$ cat src/design/damped_cholesky_step_solver_macros.svh
// Assertion macros shared by the damped Cholesky step solver.
// Needs signals named clk and arst_n in the including module.
`ifndef DAMPED_CHOLESKY_STEP_SOLVER_MACROS_SVH
`define DAMPED_CHOLESKY_STEP_SOLVER_MACROS_SVH

// Consequent must hold in the same cycle as the antecedent.
`define DCS_ASSERT_NOW(label, ante, cons, msg) \
	label: assert property (@(posedge clk) disable iff (!arst_n) (ante) |-> (cons)) \
		else $error(msg);

// Consequent must hold in the cycle after the antecedent.
`define DCS_ASSERT_NEXT(label, ante, cons, msg) \
	label: assert property (@(posedge clk) disable iff (!arst_n) (ante) |=> (cons)) \
		else $error(msg);

`endif

$ cat src/design/dcs_pkg.sv
// Package for the damped Cholesky step solver: value type, unit handshake
// structs, item and register codes and the saturation helper. No dependencies.
package dcs_pkg;

	typedef logic signed [31:0] q_t;

	typedef struct packed {
		logic start;
		logic sqrt_mode;
	} dcs_req_t;

	typedef struct packed {
		logic busy;
		logic done;
	} dcs_rsp_t;

	localparam logic [1:0] KIND_MATRIX = 2'd0;
	localparam logic [1:0] KIND_VECTOR = 2'd1;
	localparam logic [1:0] KIND_SOLVE  = 2'd2;

	localparam logic [1:0] CFG_PARAMS   = 2'd0;
	localparam logic [1:0] CFG_LOWER_EN = 2'd1;
	localparam logic [1:0] CFG_UPPER_EN = 2'd2;

	function automatic q_t sat_q(input logic signed [65:0] x, input int sat_bits);
		logic signed [65:0] vmax;
		logic signed [65:0] vmin;
		vmax = (66'sd1 <<< (sat_bits - 1)) - 66'sd1;
		vmin = -vmax - 66'sd1;
		if (x > vmax) begin
			return q_t'(vmax);
		end else if (x < vmin) begin
			return q_t'(vmin);
		end
		return q_t'(x);
	endfunction

endpackage

$ cat src/design/dcs_mac.sv
// Shared multiplier of the solver: registered product, Q16.16 rounding and a
// saturating subtract from the running sum. Depends on dcs_pkg.
module dcs_mac #(
	parameter int VALUE_WIDTH = 32
) (
	input  logic        clk,
	input  logic        en,
	input  dcs_pkg::q_t a,
	input  dcs_pkg::q_t b,
	input  dcs_pkg::q_t acc,
	output dcs_pkg::q_t diff
);
	import dcs_pkg::*;

	localparam int SAT_BITS = (VALUE_WIDTH < 32) ? VALUE_WIDTH : 32;

	logic signed [63:0] prod_s1;
	logic signed [63:0] rnd;
	q_t                 prod_q;

	always_ff @(posedge clk) begin
		if (en) begin
			prod_s1 <= 64'(a) * 64'(b);
		end
	end

	assign rnd    = (prod_s1 + 64'sd32768) >>> 16;
	assign prod_q = sat_q(66'(rnd), SAT_BITS);
	assign diff   = sat_q(66'(acc) - 66'(prod_q), SAT_BITS);

endmodule

$ cat config.mk
export PLATFORM = sky130hd
export DESIGN_NAME = dcs_mac
export DESIGN_NICKNAME = d
export VERILOG_FILES = /design/src/design/damped_cholesky_step_solver_macros.svh /design/src/design/dcs_pkg.sv /design/src/design/dcs_mac.sv
export SDC_FILE = /design/constraint.sdc
export NUM_CORES = 2
export LEC_CHECK = 0
export BUFFER_PORTS_ARGS = -buffer_cell sky130_fd_sc_hd__buf_2
export CORE_ASPECT_RATIO = 0.6
export CORE_MARGIN = 2
export CORE_UTILIZATION = 70
export DETAILED_ROUTE_END_ITERATION = 6
export PLACE_DENSITY_LB_ADDON = 0.2
export SYNTH_ARGS = -nofsm -noshare
export SYNTH_HDL_FRONTEND = slang
export SYNTH_SLANG_ARGS = --single-unit
export TNS_END_PERCENT = 20
$ cat constraint.sdc
create_clock -name clk -period 15.3 [get_ports clk]
set_input_delay 3.06 -clock clk [delete_from_list [all_inputs] [get_ports clk]]
set_output_delay 3.06 -clock clk [all_outputs]
set_load 0.01 [all_outputs]
==> impl_results.md <==
- Status: finished, violations left
- Failing checks: DRC
- Minimum hold slack: 3540 ps
- Layout cells sized above 1: 3.94%
- Hpwl dp: approximately 90 mm
- Biggest cell delay along the critical path: 750 ps
- Largest cells by area after synthesis: fa_1 (54%), inv_1 (11%), nand2_1 (7.5%)
- Syn Inst Count: 4474
- Total CTS buffers: 5
- Crit path buffers/inverters: 6
- FF+latch area: about 1500 µm²
- WP depth: 26
- DRT iter0 DRCs: 3963
- FP Rows: 67
- Setup TNS: 0 ps
- Die extent in x: 313 µm
- Area leader, netlist: fa_1
- Worst-path maximum fanout: 32
- Post-CTS Resized: 0
- Max-Slew Margin vs Limit: 20.3%
- CP endpoint: prod_s1[60]$_DFFE_PP_
- Drt pass-1 iters: 7
- Max reg flops: between 40 and 50
- Initial antenna violation count: 3
- DRT antenna net count: 0
- Largest Register: prod_s1
- Setup crit end kind: register
- Critical path origin: a[20]
- Postcts setup bufs: 0
- # setup viols final: 0
- Max cap viols: 0
- Worst path slowest cell: buf_2
- Commonest non-fill, non-tap cell in the layout: inv_1
- Top_reg_cell synth: edfxtp_1
- Final hold violation count: 0
- Registers with the most flip-flops: prod_s1 (49)
- Yosys reg bits: 49
- Area of the multi-input gates: 33400 µm²
- Via count: 30.7k
- Area growth syn-to-layout: 2.68%
- Post-synthesis cell type count: 67
- Worst-path clk slew: 60 ps
- CTS tree: built
- Min Tclk post-route: 11760 ps
- Critical path arrival: 11800 ps
- Placed cells: 5166
- Hold Crit Class: in2reg
- Most common cell on crit path: fa_1
- I/O pins: 130
- Fmax: 85.0 MHz
- Final worst-path cycle share: 76.9%
- Critical path data required time: between 15000 and 20000 ps
- Routed Wire Length: 121 mm
- Global route overflow: 0
- GP Congestion: about 1.0
- Max Root-Sink Buffers: 2
- Vias in the first global route: 32.5k
- Initial core utilization: 71.3%
- YS warnings: 0
- Largest net degree at the start of global routing: 50
- Register area share after synthesis: about 3.7%
- Fill count: 4268
- Htree depth: 2
- Die Area: 59300 µm²
- Crit path launch type: input pin
- Area share of the largest cell type after synthesis: between 50% and 60%
- Nets: 5807
- Port Buffer Count: 129
- Total GRT Usage: a little over two fifths
- Number of synthesized flops with an enable pin: 49
- Mean routed wirelength per cell: 23.5 µm
- Layout Cells excl Fill: 5175
- Routed vias/inst: 5.93
- Post-synthesis cell area: 40100 µm²
- Die span in y: between 150 and 200 µm
- RSZ-0062 raised after global routing: false
- Worst Tran Pin Value: between 1000 and 1500 ps
- First-pass GRT wire length: 191 mm
- Syn Area/Cell: around 9 µm²
- Most frequent cells in the layout: inv_1 (1169), fa_1 (1082), nand2_1 (798)
- Fraction of registers with async set/reset: 0%
- Crit Path Category: in2reg
- Hold buffers post-CTS: 0
- Residual DRC: 84
- Std-Cell Core Area: between 50000 and 60000 µm²
- Final slew viol count: 0
- Hold Path Depth: 1
- Net count after synthesis: 5867
- Root Driver: clkbuf_16
- Family with the most delay on the worst path: adder cells
- CTS sink cnt: 49
==> cell usage after synthesis, drive strengths merged (3+ instances only) <==
| master | n |
|---|---|
| a211o | 4 |
| a211oi | 10 |
| a21boi | 3 |
| a21o | 35 |
| a21oi | 104 |
| a311oi | 4 |
| a31o | 6 |
| a31oi | 9 |
| and2 | 265 |
| and3 | 14 |
| and4 | 6 |
| buf | 5 |
| clkbuf | 212 |
| edfxtp | 49 |
| fa | 1082 |
| ha | 213 |
| inv | 1169 |
| maj3 | 9 |
| mux2i | 3 |
| nand2 | 798 |
| nand2b | 38 |
| nand3 | 38 |
| nand4 | 23 |
| nand4b | 4 |
| nor2 | 66 |
| nor2b | 11 |
| nor3 | 21 |
| nor4 | 9 |
| o211ai | 7 |
| o21a | 12 |
| o21ai | 72 |
| o21bai | 13 |
| or3 | 5 |
| or4 | 4 |
| xnor2 | 84 |
| xor2 | 36 |
==> worst min-delay path by stage <==
| stage | from | slack, ps | endpoint |
|---|---|---|---|
| after global routing | en | 3590 | prod_s1[29]$_DFFE_PP_ |
| after global placement | en | 3850 | prod_s1[28]$_DFFE_PP_ |
| final | en | 3540 | prod_s1[29]$_DFFE_PP_ |
| after CTS | en | 3560 | prod_s1[28]$_DFFE_PP_ |
| after detailed placement | en | 3860 | prod_s1[29]$_DFFE_PP_ |
| after floorplan | en | 3170 | prod_s1[15]$_DFFE_PP_ |
==> stage by stage <==
step	utilization (%)	worst slack, ps	cell area (µm²)
global placement	72.9	3530	41000
finish	73.2	3540	41200
floorplan	-	4740	40100
global route	73.2	3120	41200
detailed placement	72.9	3450	41000
CTS	73.2	3710	41200
==> per-layer routing <==
| metal | GRT usage, % | wire [µm] |
|---|---|---|
| met1 | 62.3 | 47400 |
| met4 | 7.38 | 3270 |
| met3 | 25.9 | 25600 |
| met2 | 56.6 | 45100 |
| met5 | 0 | 27 |
==> layout make-up <==
type,count,area share [%]
Multi-Input combinational cell,3039,81.1
Inverter,1169,10.7
Sequential cell,49,3.57
Tap cell,759,2.31
Timing Repair Buffer,150,1.95
Clock buffer,6,0.313
Clock inverter,2,0.0821
Antenna cell,1,0.00608
==> kinds of logic after synthesis <==
logic type / synth area share [%]
compound gates: 4.63
simple gates: 15.1
xor+xnor: 2.62
flops: 3.67
fa+ha+maj: 60.9
buf+inv: 13.1
mux: 0.0749
Power is not shown: default switching activity piles up to over one toggle a cycle in this logic, so the estimate is an artifact.
