File: config.mk
export PLATFORM = sky130hd
export DESIGN_NAME = dcs_divsqrt
export DESIGN_NICKNAME = d
export VERILOG_FILES = /design/src/design/damped_cholesky_step_solver_macros.svh /design/src/design/dcs_pkg.sv /design/src/design/dcs_divsqrt.sv
export SDC_FILE = /design/constraint.sdc
export NUM_CORES = 1
export LEC_CHECK = 0
export BUFFER_PORTS_ARGS = -buffer_cell sky130_fd_sc_hd__clkbuf_2
export CELL_PAD_IN_SITES_DETAIL_PLACEMENT = 1
export CELL_PAD_IN_SITES_GLOBAL_PLACEMENT = 1
export CORE_MARGIN = 5
export CORE_UTILIZATION = 54
export CTS_BUF_LIST = sky130_fd_sc_hd__clkbuf_4 sky130_fd_sc_hd__clkbuf_8
export CTS_CLUSTER_DIAMETER = 60
export DETAILED_ROUTE_END_ITERATION = 10
export PLACE_DENSITY = 0.95
export SYNTH_ARGS = -nofsm -noshare
export SYNTH_HDL_FRONTEND = slang
export SYNTH_SLANG_ARGS = --single-unit
File: constraint.sdc
create_clock -name clk -period 9.9 [get_ports clk]
set_clock_uncertainty 0.1 [all_clocks]
set_input_delay 0.99 -clock clk [delete_from_list [all_inputs] [get_ports clk]]
set_output_delay 0.99 -clock clk [all_outputs]
set_load 0.02 [all_outputs]
File: src/design/damped_cholesky_step_solver_macros.svh
// Assertion macros shared by the damped Cholesky step solver.
// Needs signals named clk and arst_n in the including module.
`ifndef DAMPED_CHOLESKY_STEP_SOLVER_MACROS_SVH
`define DAMPED_CHOLESKY_STEP_SOLVER_MACROS_SVH

// Consequent must hold in the same cycle as the antecedent.
`define DCS_ASSERT_NOW(label, ante, cons, msg) \
	label: assert property (@(posedge clk) disable iff (!arst_n) (ante) |-> (cons)) \
		else $error(msg);

// Consequent must hold in the cycle after the antecedent.
`define DCS_ASSERT_NEXT(label, ante, cons, msg) \
	label: assert property (@(posedge clk) disable iff (!arst_n) (ante) |=> (cons)) \
		else $error(msg);

`endif

File: src/design/dcs_pkg.sv
// Package for the damped Cholesky step solver: value type, unit handshake
// structs, item and register codes and the saturation helper. No dependencies.
package dcs_pkg;

	typedef logic signed [31:0] q_t;

	typedef struct packed {
		logic start;
		logic sqrt_mode;
	} dcs_req_t;

	typedef struct packed {
		logic busy;
		logic done;
	} dcs_rsp_t;

	localparam logic [1:0] KIND_MATRIX = 2'd0;
	localparam logic [1:0] KIND_VECTOR = 2'd1;
	localparam logic [1:0] KIND_SOLVE  = 2'd2;

	localparam logic [1:0] CFG_PARAMS   = 2'd0;
	localparam logic [1:0] CFG_LOWER_EN = 2'd1;
	localparam logic [1:0] CFG_UPPER_EN = 2'd2;

	function automatic q_t sat_q(input logic signed [65:0] x, input int sat_bits);
		logic signed [65:0] vmax;
		logic signed [65:0] vmin;
		vmax = (66'sd1 <<< (sat_bits - 1)) - 66'sd1;
		vmin = -vmax - 66'sd1;
		if (x > vmax) begin
			return q_t'(vmax);
		end else if (x < vmin) begin
			return q_t'(vmin);
		end
		return q_t'(x);
	endfunction

endpackage

File: src/design/dcs_divsqrt.sv
// Shared bit-serial unit of the solver: rounded Q16.16 division and rounded
// square root, one result bit per cycle. Depends on dcs_pkg.
module dcs_divsqrt #(
	parameter int VALUE_WIDTH = 32
) (
	input  logic              clk,
	input  logic              arst_n,
	input  dcs_pkg::dcs_req_t req,
	input  dcs_pkg::q_t       a,
	input  dcs_pkg::q_t       b,
	output dcs_pkg::dcs_rsp_t rsp,
	output dcs_pkg::q_t       result
);
	import dcs_pkg::*;

	localparam int SAT_BITS = (VALUE_WIDTH < 32) ? VALUE_WIDTH : 32;

	logic        busy_q;
	logic        done_q;
	logic        mode_q;
	logic        neg_q;
	logic [5:0]  cnt_q;
	logic [33:0] rem_q;
	logic [47:0] num_q;
	logic [47:0] quo_q;
	logic [31:0] den_q;
	q_t          result_q;

	logic [31:0] ua;
	logic [31:0] ub;
	logic [31:0] na;
	logic [31:0] nb;
	logic [33:0] rem_sh;
	logic [33:0] trial;
	logic        ge;
	logic [47:0] mag;
	logic signed [65:0] fin;

	assign ua = a;
	assign ub = b;
	assign na = ua[31] ? (~ua + 32'd1) : ua;
	assign nb = ub[31] ? (~ub + 32'd1) : ub;

	always_comb begin
		if (mode_q) begin
			rem_sh = {rem_q[31:0], num_q[47:46]};
			trial  = {quo_q[31:0], 2'b01};
		end else begin
			rem_sh = {rem_q[32:0], num_q[47]};
			trial  = {2'b00, den_q};
		end
		ge  = (rem_sh >= trial);
		mag = quo_q;
		if (mode_q && (48'(rem_q) > quo_q)) begin
			mag = quo_q + 48'd1;
		end
		fin = neg_q ? -66'(mag) : 66'(mag);
	end

	always_ff @(posedge clk or negedge arst_n) begin
		if (!arst_n) begin
			busy_q <= 1'b0;
			done_q <= 1'b0;
			cnt_q  <= '0;
		end else begin
			done_q <= 1'b0;
			if (busy_q) begin
				if (cnt_q == '0) begin
					busy_q <= 1'b0;
					done_q <= 1'b1;
				end else begin
					cnt_q <= cnt_q - 6'd1;
				end
			end else if (req.start) begin
				if (!req.sqrt_mode && (ub == '0)) begin
					done_q <= 1'b1;
				end else begin
					busy_q <= 1'b1;
					cnt_q  <= req.sqrt_mode ? 6'd24 : 6'd48;
				end
			end
		end
	end

	always_ff @(posedge clk) begin
		if (busy_q) begin
			if (cnt_q == '0) begin
				result_q <= sat_q(fin, SAT_BITS);
			end else begin
				rem_q <= ge ? (rem_sh - trial) : rem_sh;
				quo_q <= {quo_q[46:0], ge};
				num_q <= mode_q ? {num_q[45:0], 2'b00} : {num_q[46:0], 1'b0};
			end
		end else if (req.start) begin
			mode_q <= req.sqrt_mode;
			rem_q  <= '0;
			quo_q  <= '0;
			den_q  <= nb;
			if (req.sqrt_mode) begin
				neg_q <= 1'b0;
				num_q <= {ua, 16'd0};
			end else begin
				neg_q <= ua[31] ^ ub[31];
				num_q <= {na, 16'd0} + 48'(nb >> 1);
			end
			if (!req.sqrt_mode && (ub == '0)) begin
				if (ua == '0) begin
					result_q <= '0;
				end else begin
					result_q <= sat_q(ua[31] ? -66'sd1 <<< 40 : 66'sd1 <<< 40, SAT_BITS);
				end
			end
		end
	end

	assign rsp.busy = busy_q;
	assign rsp.done = done_q;
	assign result   = result_q;

endmodule

==> out/results.tsv, run 1 <==
stage	metric	value	unit
outcome	status	completed	
yosys	synth_edf_count	196	
cts	clk_pin_slew	0.06	ns
cts	worst_skew_pair.late_latency	0.54	ns
setup_path	ff2ff_path_depth	21	
timing	rsz0062_at_grt	false	
setup_path	cp_top_family	compound AO/OA/AOI/OAI gates	
yosys	synth_nets	1991	
route	met3_length	3529	um
die	start_util	54.94	%
timing	tightest_slew	1.097	ns
route	ant_nets	0	
setup_path	critPathMaxFanout	63	
route	viasPerCell	6.476	
setup_path	crit_end	rem_q[7]$_SDFFCE_PN0P_	
setup_path	critPathArrivalTime	7.25	ns
yosys	synth.top_cells.by_area	edfxtp_1 35%, xnor2_1 7.7%, ha_1 6.6%	
yosys	avgSynthCellArea	9.198	um2
setup_path	worstSetupStartpoint	mode_q$_DFFE_PP_	
timing	slew_headroom	26.88	%
yosys	synth.ff_latch_count	204	
global_route	grt_max_degree	86	
yosys	ys_top_cells_by_count	196 x edfxtp_1, 194 x nor2_1, 149 x xnor2_1, 139 x nand2_1, 122 x a21oi_1	
setup_path	reg2reg_from	mode_q$_DFFE_PP_	
yosys	synthesis.instances	1832	
setup_path	slowest_delay	1.07	ns
route	avgRoutedWirePerCell	22.87	um
setup_path	crit_top_cell	o21ai_0	
place	port_buffers	101	
flow_run	cap_viol_max_count	0	
route	wl_met2	25940	um
yosys	yosysMostFrequentCell	edfxtp_1	
route	first_pass_iters	5	
cts	cts_buffer_depth	3	
power_and_ir_drop	switching_share	47.61	%
route	drc_errors	0	
power_and_ir_drop	p_per_area	336.1	nW/um2
hold_path	hold_path_class	in2async	
final_layout	drive_above_1_share	14.46	%
setup_path	path_buf_inv	3	
power_and_ir_drop	power.share.sequential	31.1	%
setup_path	rrSetupSlack	2.94	ns
setup_path	path_class	reg2reg	
yosys	yosys_warnings	0	
setup_path	start_kind	flip-flop	
final_layout	num-nets-final	2052	
setup_path	worstPathRequired	10.19	ns
yosys	ys_seq_area_share	36.12	%
power_and_ir_drop	p_clk_share	12.4	%
yosys	ys_types	88	
cts	cts_tree	built	
setup_path	path_cells	buf_4 -> nand2_1 -> o21ai_0 -> inv_1 -> fa_1 -> nor2b_1 -> o21ai_0 -> a21oi_1 -> o21ai_0 -> a211oi_1 -> o221ai_1 -> a211oi_1 -> nor3_1 -> or3_1 -> o21ai_0 -> a21oi_1 -> o21a_2 -> buf_4 -> a2111oi_0 -> a21oi_1 -> nor2_1	
route	drtIter0Drc	1151	
setup_path	critPathCaptureType	flip-flop	
route	via_count	14973	
global_route	antenna_found_initial	1	
final_layout	postLayoutCellArea	18240	um2
cts	numCtsBuffers	38	
place	dp.final_hpwl	38830	um
setup_path	slowest_stage	edfxtp_1	
timing	fmax	143.6	MHz
power_and_ir_drop	power_frac_comb	56.6	%
timing	slew_violations	0	
route	wirelength	52880	um
final_layout	area_growth	8.220	%
cts	clock-sinks	204	
final_layout	fin_util	59.46	%
global_route	gr-total-overflow	0	
setup_path	r2r_end	rem_q[7]$_SDFFCE_PN0P_	
yosys	synth_top_area_share	34.93	%
global_route	grt_usage	28.97	%
cts	post-cts-setup-buffers	0	
cts	hold_buffers	0	
die	io_pins	102	
place	place_area	17570	um2
die	die_h	186.6	um
power_and_ir_drop	ir_drop	207.3	uV
yosys	syn_area	16850	um2
timing	hold_viol_final	0	
timing	setup_violations	0	
timing	fin_crit	6.963	ns
yosys	synthArstFlopShare	3.922	%
cts	h-tree-depth	2	
global_route	grt_pass1_wl	84730	um
die	rows	64	
yosys	ys.flop_type	edfxtp_1	
timing	period_share	70.33	%
die	die_area	34840	um2
final_layout	diodes	0	
timing	setup_tns	0	ns
place	place_congestion	0.9447	
die	core	30670	um2
die	die_w	186.6	um
setup_path	crit_cells	21	
route	wl_met1	21770	um
yosys	synth_area_leader_cell	edfxtp_1	
cts	cts_root_buf	clkbuf_8	
power_and_ir_drop	power.switching	2.918	mW
global_route	first_global_vias	15940	
route	top_layer	met5	
cts	cts_resized	0	
power_and_ir_drop	p_leak	6.943	nW
power_and_ir_drop	p_int	3.211	mW
## how the worst min path moves through the flow
| stage | end | slack [ns] | cells past startpoint |
|---|---|---|---|
| CTS | cnt_q[4]$_DFFE_PN0P_ | 0.18 | 1 |
| floorplan | cnt_q[0]$_DFFE_PN0P_ | 0.38 | 1 |
| detailed placement | cnt_q[0]$_DFFE_PN0P_ | 0.45 | 1 |
| global route | busy_q$_DFF_PN0_ | 0.18 | 1 |
| global placement | cnt_q[4]$_DFFE_PN0P_ | 0.41 | 2 |
| finish | cnt_q[4]$_DFFE_PN0P_ | 0.19 | 1 |
## stage by stage
stage	total power, mW	setup WS, ns	hold WS (ns)	instances
3_3_place_gp	4.846	3.046	0.4058	2249
2_1_floorplan	4.281	3.803	0.3813	1832
3_5_place_dp	5.181	2.665	0.4484	2249
5_1_grt	6.502	2.553	0.1839	2312
4_1_cts	6.063	3.085	0.1762	2312
6_report	6.129	2.937	0.1935	2312
## cell usage in the layout (no fill, tap or decap), types with 9 or more instances in the layout
cell and n:
edfxtp_1 196, nand4_1 20, a211oi_1 38, inv_1 68
nand3_1 49, mux2i_1 76, o31ai_1 23, nor4_1 23
o21ai_2 29, clkinv_1 11, nand2b_1 17, nand2_1 138
a31oi_1 18, or4_1 17, o21ai_0 79, clkbuf_8 39
clkbuf_2 101, buf_4 14, and3_1 12, or3_1 24
nor2b_1 23, and2_1 19, nor2_1 194, a21oi_1 122
xor2_1 39, mux2_2 36, or2_2 9, ha_1 89
o41ai_1 10, nor3_1 55, xnor2_1 149, a21o_1 20
## registers in the layout, indices dropped and copies added, names as in the netlist
name / flops
num_q: 48
quo_q: 48
rem_q: 34
den_q: 32
result: 32
cnt_q: 6
busy_q: 1
done_q: 1
mode_q: 1
neg_q: 1
## layer usage
metal | track usage [%] | up-vias
li1 | - | 6870
met4 | 8.744 | 2
met3 | 4.578 | 118
met2 | 50.50 | 591
met1 | 37.20 | 7392
met5 | 0 | -
## worst reg2reg max path: stages, from the launching register on
cell and delay [ns]:
edfxtp_1 1.07, buf_4 0.56, nand2_1 0.10, o21ai_0 0.18, inv_1 0.13, fa_1 0.46
nor2b_1 0.19, o21ai_0 0.13, a21oi_1 0.24, o21ai_0 0.21, a211oi_1 0.39, o221ai_1 0.25
a211oi_1 0.46, nor3_1 0.12, or3_1 0.43, o21ai_0 0.38, a21oi_1 0.16, o21a_2 0.21
buf_4 0.32, a2111oi_0 0.53, a21oi_1 0.07, nor2_1 0.10
## kinds of logic after synthesis
group | count (synthesis) | synth area share, %
AND/OR/NAND/NOR | 643 | 19.12
AO/OA/AOI/OAI | 426 | 16.93
flip-flops | 204 | 36.12
XOR/XNOR | 189 | 9.869
buffers and inverters | 166 | 4.129
multiplexers | 113 | 6.987
adder cells (fa/ha/maj) | 91 | 6.846
## layout make-up
type / instances / area, um2
fillers: 3563 / 12430
inverters: 72 / 271.5
well taps: 396 / 495.5
flip-flops and latches: 204 / 6087
clock inverters: 16 / 71.32
repair buffers: 115 / 610.6
multi-input cells: 1462 / 10100
clock buffers: 47 / 596.8
## power by group through the flow
stage | Clock [mW] | Combinational, mW | Sequential (mW)
floorplan | 0 | 2.57 | 1.71
global placement | 0 | 3.00 | 1.85
detailed placement | 0 | 3.29 | 1.89
CTS | 0.769 | 3.41 | 1.88
global route | 0.818 | 3.76 | 1.93
finish | 0.759 | 3.47 | 1.90
No activity file was read; power rests on OpenSTA's default activity.
==> run 2: changes to the inputs <==
--- a/config.mk
+++ b/config.mk
@@ -5,15 +5,16 @@
 export SDC_FILE = /design/constraint.sdc
 export NUM_CORES = 1
 export LEC_CHECK = 0
+export ABC_AREA = 1
 export BUFFER_PORTS_ARGS = -buffer_cell sky130_fd_sc_hd__clkbuf_2
 export CELL_PAD_IN_SITES_DETAIL_PLACEMENT = 1
 export CELL_PAD_IN_SITES_GLOBAL_PLACEMENT = 1
 export CORE_MARGIN = 5
-export CORE_UTILIZATION = 54
+export CORE_UTILIZATION = 47
 export CTS_BUF_LIST = sky130_fd_sc_hd__clkbuf_4 sky130_fd_sc_hd__clkbuf_8
 export CTS_CLUSTER_DIAMETER = 60
 export DETAILED_ROUTE_END_ITERATION = 10
-export PLACE_DENSITY = 0.95
+export PLACE_DENSITY = 0.9
 export SYNTH_ARGS = -nofsm -noshare
 export SYNTH_HDL_FRONTEND = slang
 export SYNTH_SLANG_ARGS = --single-unit
==> constraint.sdc (replaced) <==
create_clock -name clk -period 6.8 [get_ports clk]
set_clock_uncertainty 0.1 [all_clocks]
set_input_delay 0.68 -clock clk [delete_from_list [all_inputs] [get_ports clk]]
set_output_delay 0.68 -clock clk [all_outputs]
set_load 0.02 [all_outputs]
==> out/results.tsv, run 2 <==
stage	metric	value	unit	change
outcome	status	completed		unchanged
setup_path	slowest_stage	nand3_2		was edfxtp_1
cts	cts_buffer_depth	3		unchanged
yosys	yosys_warnings	0		unchanged
cts	worst_skew_pair.late_latency	0.63	ns	was 0.54 ns
yosys	synth_area_leader_cell	edfxtp_1		unchanged
power_and_ir_drop	power_frac_comb	54.9	%	was 56.6%
setup_path	critPathMaxFanout	41		was 63
power_and_ir_drop	p_leak	9.423	nW	was 6.943 nW
setup_path	crit_top_cell	nand2_1		was o21ai_0
global_route	first_global_vias	19510		was 15940
cts	post-cts-setup-buffers	0		unchanged
route	ant_nets	0		unchanged
setup_path	path_class	reg2reg		unchanged
final_layout	final_common_cell	nand2_1		was edfxtp_1
die	core	38560	um2	was 30670 um2
route	via_count	18683		was 14973
power_and_ir_drop	p_clk_share	15.3	%	was 12.4%
final_layout	drive_above_1_share	9.044	%	was 14.46%
yosys	synth_top_area_share	32.21	%	was 34.93%
setup_path	worstPathRequired	7.06	ns	was 10.19 ns
yosys	synthesis.instances	2651		was 1832
yosys	ys_seq_area_share	33.30	%	was 36.12%
hold_path	hold_path_class	in2reg		was in2async
yosys	synth_edf_count	196		unchanged
timing	fmax	171.0	MHz	was 143.6 MHz
timing	period_share	85.98	%	was 70.33%
place	dp.final_hpwl	50320	um	was 38830 um
final_layout	diodes	0		unchanged
flow_run	cap_viol_max_count	0		unchanged
route	drtIter0Drc	1322		was 1151
die	die_h	207.2	um	was 186.6 um
cts	cts_tree	built		unchanged
power_and_ir_drop	power.share.sequential	29.8	%	was 31.1%
cts	numCtsBuffers	41		was 38
power_and_ir_drop	finalPower	8.930	mW	was 6.129 mW
yosys	synth_nets	2810		was 1991
cts	cts_root_buf	clkbuf_8		unchanged
setup_path	worstSetupStartpoint	quo_q[5]$_SDFFCE_PN0P_		was mode_q$_DFFE_PP_
final_layout	area_growth	9.353	%	was 8.220%
route	first_pass_iters	5		unchanged
power_and_ir_drop	ir_drop	188.7	uV	was 207.3 uV
die	io_pins	102		unchanged
setup_path	critPathCaptureType	flip-flop		unchanged
yosys	avgSynthCellArea	6.893	um2	was 9.198 um2
final_layout	num-nets-final	2871		was 2052
route	viasPerCell	5.731		was 6.476
die	start_util	47.39	%	was 54.94%
yosys	synth.ff_latch_count	204		unchanged
setup_path	reg2reg_from	quo_q[5]$_SDFFCE_PN0P_		was mode_q$_DFFE_PP_
timing	slew_violations	0		unchanged
timing	hold_viol_final	0		unchanged
hold_path	hold_start	b[0]		
yosys	ys_types	53		was 88
power_and_ir_drop	p_per_area	446.9	nW/um2	was 336.1 nW/um2
route	drc_errors	0		unchanged
global_route	grt_max_degree	103		was 86
die	die_area	42920	um2	was 34840 um2
global_route	antenna_found_initial	0		was 1
timing	setup_tns	0	ns	unchanged
cts	hold_buffers	1		was 0
timing	tightest_slew	1.106	ns	was 1.097 ns
yosys	synth.top_cells.by_area	edfxtp_1 32%, nand2_1 16%, inv_1 6.3%		was edfxtp_1 35%, xnor2_1 7.7%, ha_1 6.6%
global_route	grt_pass1_wl	103400	um	was 84730 um
timing	hold_ws	0.1803	ns	was 0.1935 ns
place	port_buffers	101		unchanged
power_and_ir_drop	switching_share	49.78	%	was 47.61%
power_and_ir_drop	power.switching	4.445	mW	was 2.918 mW
die	rows	72		was 64
timing	slew_headroom	26.25	%	was 26.88%
cts	clk_pin_slew	0.06	ns	about the same
timing	setup_violations	0		unchanged
place	place_congestion	0.9552		was 0.9447
yosys	yosysMostFrequentCell	nand2_1		was edfxtp_1
timing	rsz0062_at_grt	false		unchanged
yosys	synthArstFlopShare	3.922	%	unchanged
cts	cts_resized	0		unchanged
cts	clock-sinks	204		unchanged
yosys	ys.flop_type	edfxtp_1		unchanged
final_layout	layout_common_cells	779 x nand2_1, 309 x inv_1, 293 x nor2_1		was 196 x edfxtp_1, 194 x nor2_1, 149 x xnor2_1
global_route	grt_usage	29.41	%	was 28.97%
timing	fin_crit	5.847	ns	was 6.963 ns
power_and_ir_drop	p_int	4.485	mW	was 3.211 mW
route	wirelength	65190	um	was 52880 um
setup_path	start_kind	flip-flop		unchanged
route	avgRoutedWirePerCell	20.00	um	was 22.87 um
final_layout	reg_top3	num_q x48, quo_q x48, rem_q x34		unchanged
yosys	syn_area	18270	um2	was 16850 um2
setup_path	slowest_delay	0.64	ns	was 1.07 ns
yosys	ys_top_cells_by_count	780 x nand2_1, 309 x inv_1, 295 x nor2_1, 210 x o21ai_0, 196 x edfxtp_1		was 196 x edfxtp_1, 194 x nor2_1, 149 x xnor2_1, 139 x nand2_1, 122 x a21oi_1
global_route	gr-total-overflow	0		unchanged
setup_path	critPathArrivalTime	6.10	ns	was 7.25 ns
cts	h-tree-depth	2		unchanged
final_layout	fin_util	51.83	%	was 59.46%
die	die_w	207.2	um	was 186.6 um
run 2: cell types whose count changed after synthesis, moves of 62 or more:
cell and change:
nand2_1 +641, mux2i_1 -75, inv_1 +241, nor2_1 +101, o21ai_0 +131, nand3_1 +63
xnor2_1 -107, xor2_1 +62, nand4_1 +63
run 2: through the flow:
stage                     setup slack (ns)  instance area (um2)  cells
after detailed placement            0.7314                19120   3186
after global placement              0.9341                19120   3186
after floorplan                      1.692                18280   2651
final                               0.9532                19980   3260
after CTS                            1.012                19980   3260
after global routing                0.4826                19980   3260
run 2: metal layers:
metal	vias to the layer above	routed length [um]	global-route usage, %
li1	8889	-	-
met1	9048	26140	35.05
met2	592	32590	52.34
met3	154	3513	4.599
met4	0	2938	13.20
met5	-	0	0
run 2: worst max-delay path, delay by kind of cell (launching register included):
kind	cells	cell delay, ns
AND/OR/NAND/NOR	23	3.76
buffers and inverters	2	0.65
adder cells (fa/ha/maj)	1	0.35
flip-flops	1	0.51
AO/OA/AOI/OAI	1	0.16
run 2: layout make-up:
type / instances / area, um2
well taps: 518 / 648.1
flip-flops and latches: 204 / 6090
fillers: 5148 / 18570
repair buffers: 123 / 685.7
clock inverters: 22 / 202.7
clock buffers: 51 / 651.9
multi-input cells: 2022 / 10500
inverters: 320 / 1201
run 2: power groups by stage:
| stage | logic, mW | clock network (mW) | registers [mW] |
|---|---|---|---|
| floorplan | 3.52 | 0 | 2.47 |
| global placement | 4.49 | 0 | 2.63 |
| detailed placement | 4.79 | 0 | 2.66 |
| CTS | 4.86 | 1.40 | 2.65 |
| global route | 5.48 | 1.45 | 2.72 |
| finish | 4.90 | 1.37 | 2.66 |
run 2: final timing paths:
| check | to | slack (ns) | depth (start not counted) |
|---|---|---|---|
| max | result[5]$_DFFE_PP_ | 0.95 | 27 |
| max in group asynchronous | busy_q$_DFF_PN0_ | 6.05 | 2 |
| min in group asynchronous | cnt_q[1]$_DFFE_PN0P_ | 0.35 | 2 |
| min reg2reg | cnt_q[0]$_DFFE_PN0P_ | 0.44 | 1 |
| max reg2reg | result[5]$_DFFE_PP_ | 0.95 | 27 |
| min | den_q[0]$_DFFE_PP_ | 0.18 | 1 |
run 2: kinds of logic (layout without fill, tap and decap cells):
group	after synthesis	in the layout	synth area share [%]
and+or+nand+nor	1379	1379	31.89
adders and majority gates	91	91	6.313
xor gates and xnor gates	143	143	6.854
DFF	204	204	33.30
buffers and inverters	425	516	9.339
muxes	1	1	0.05478
AOI/OAI and AO/OA	408	408	12.25
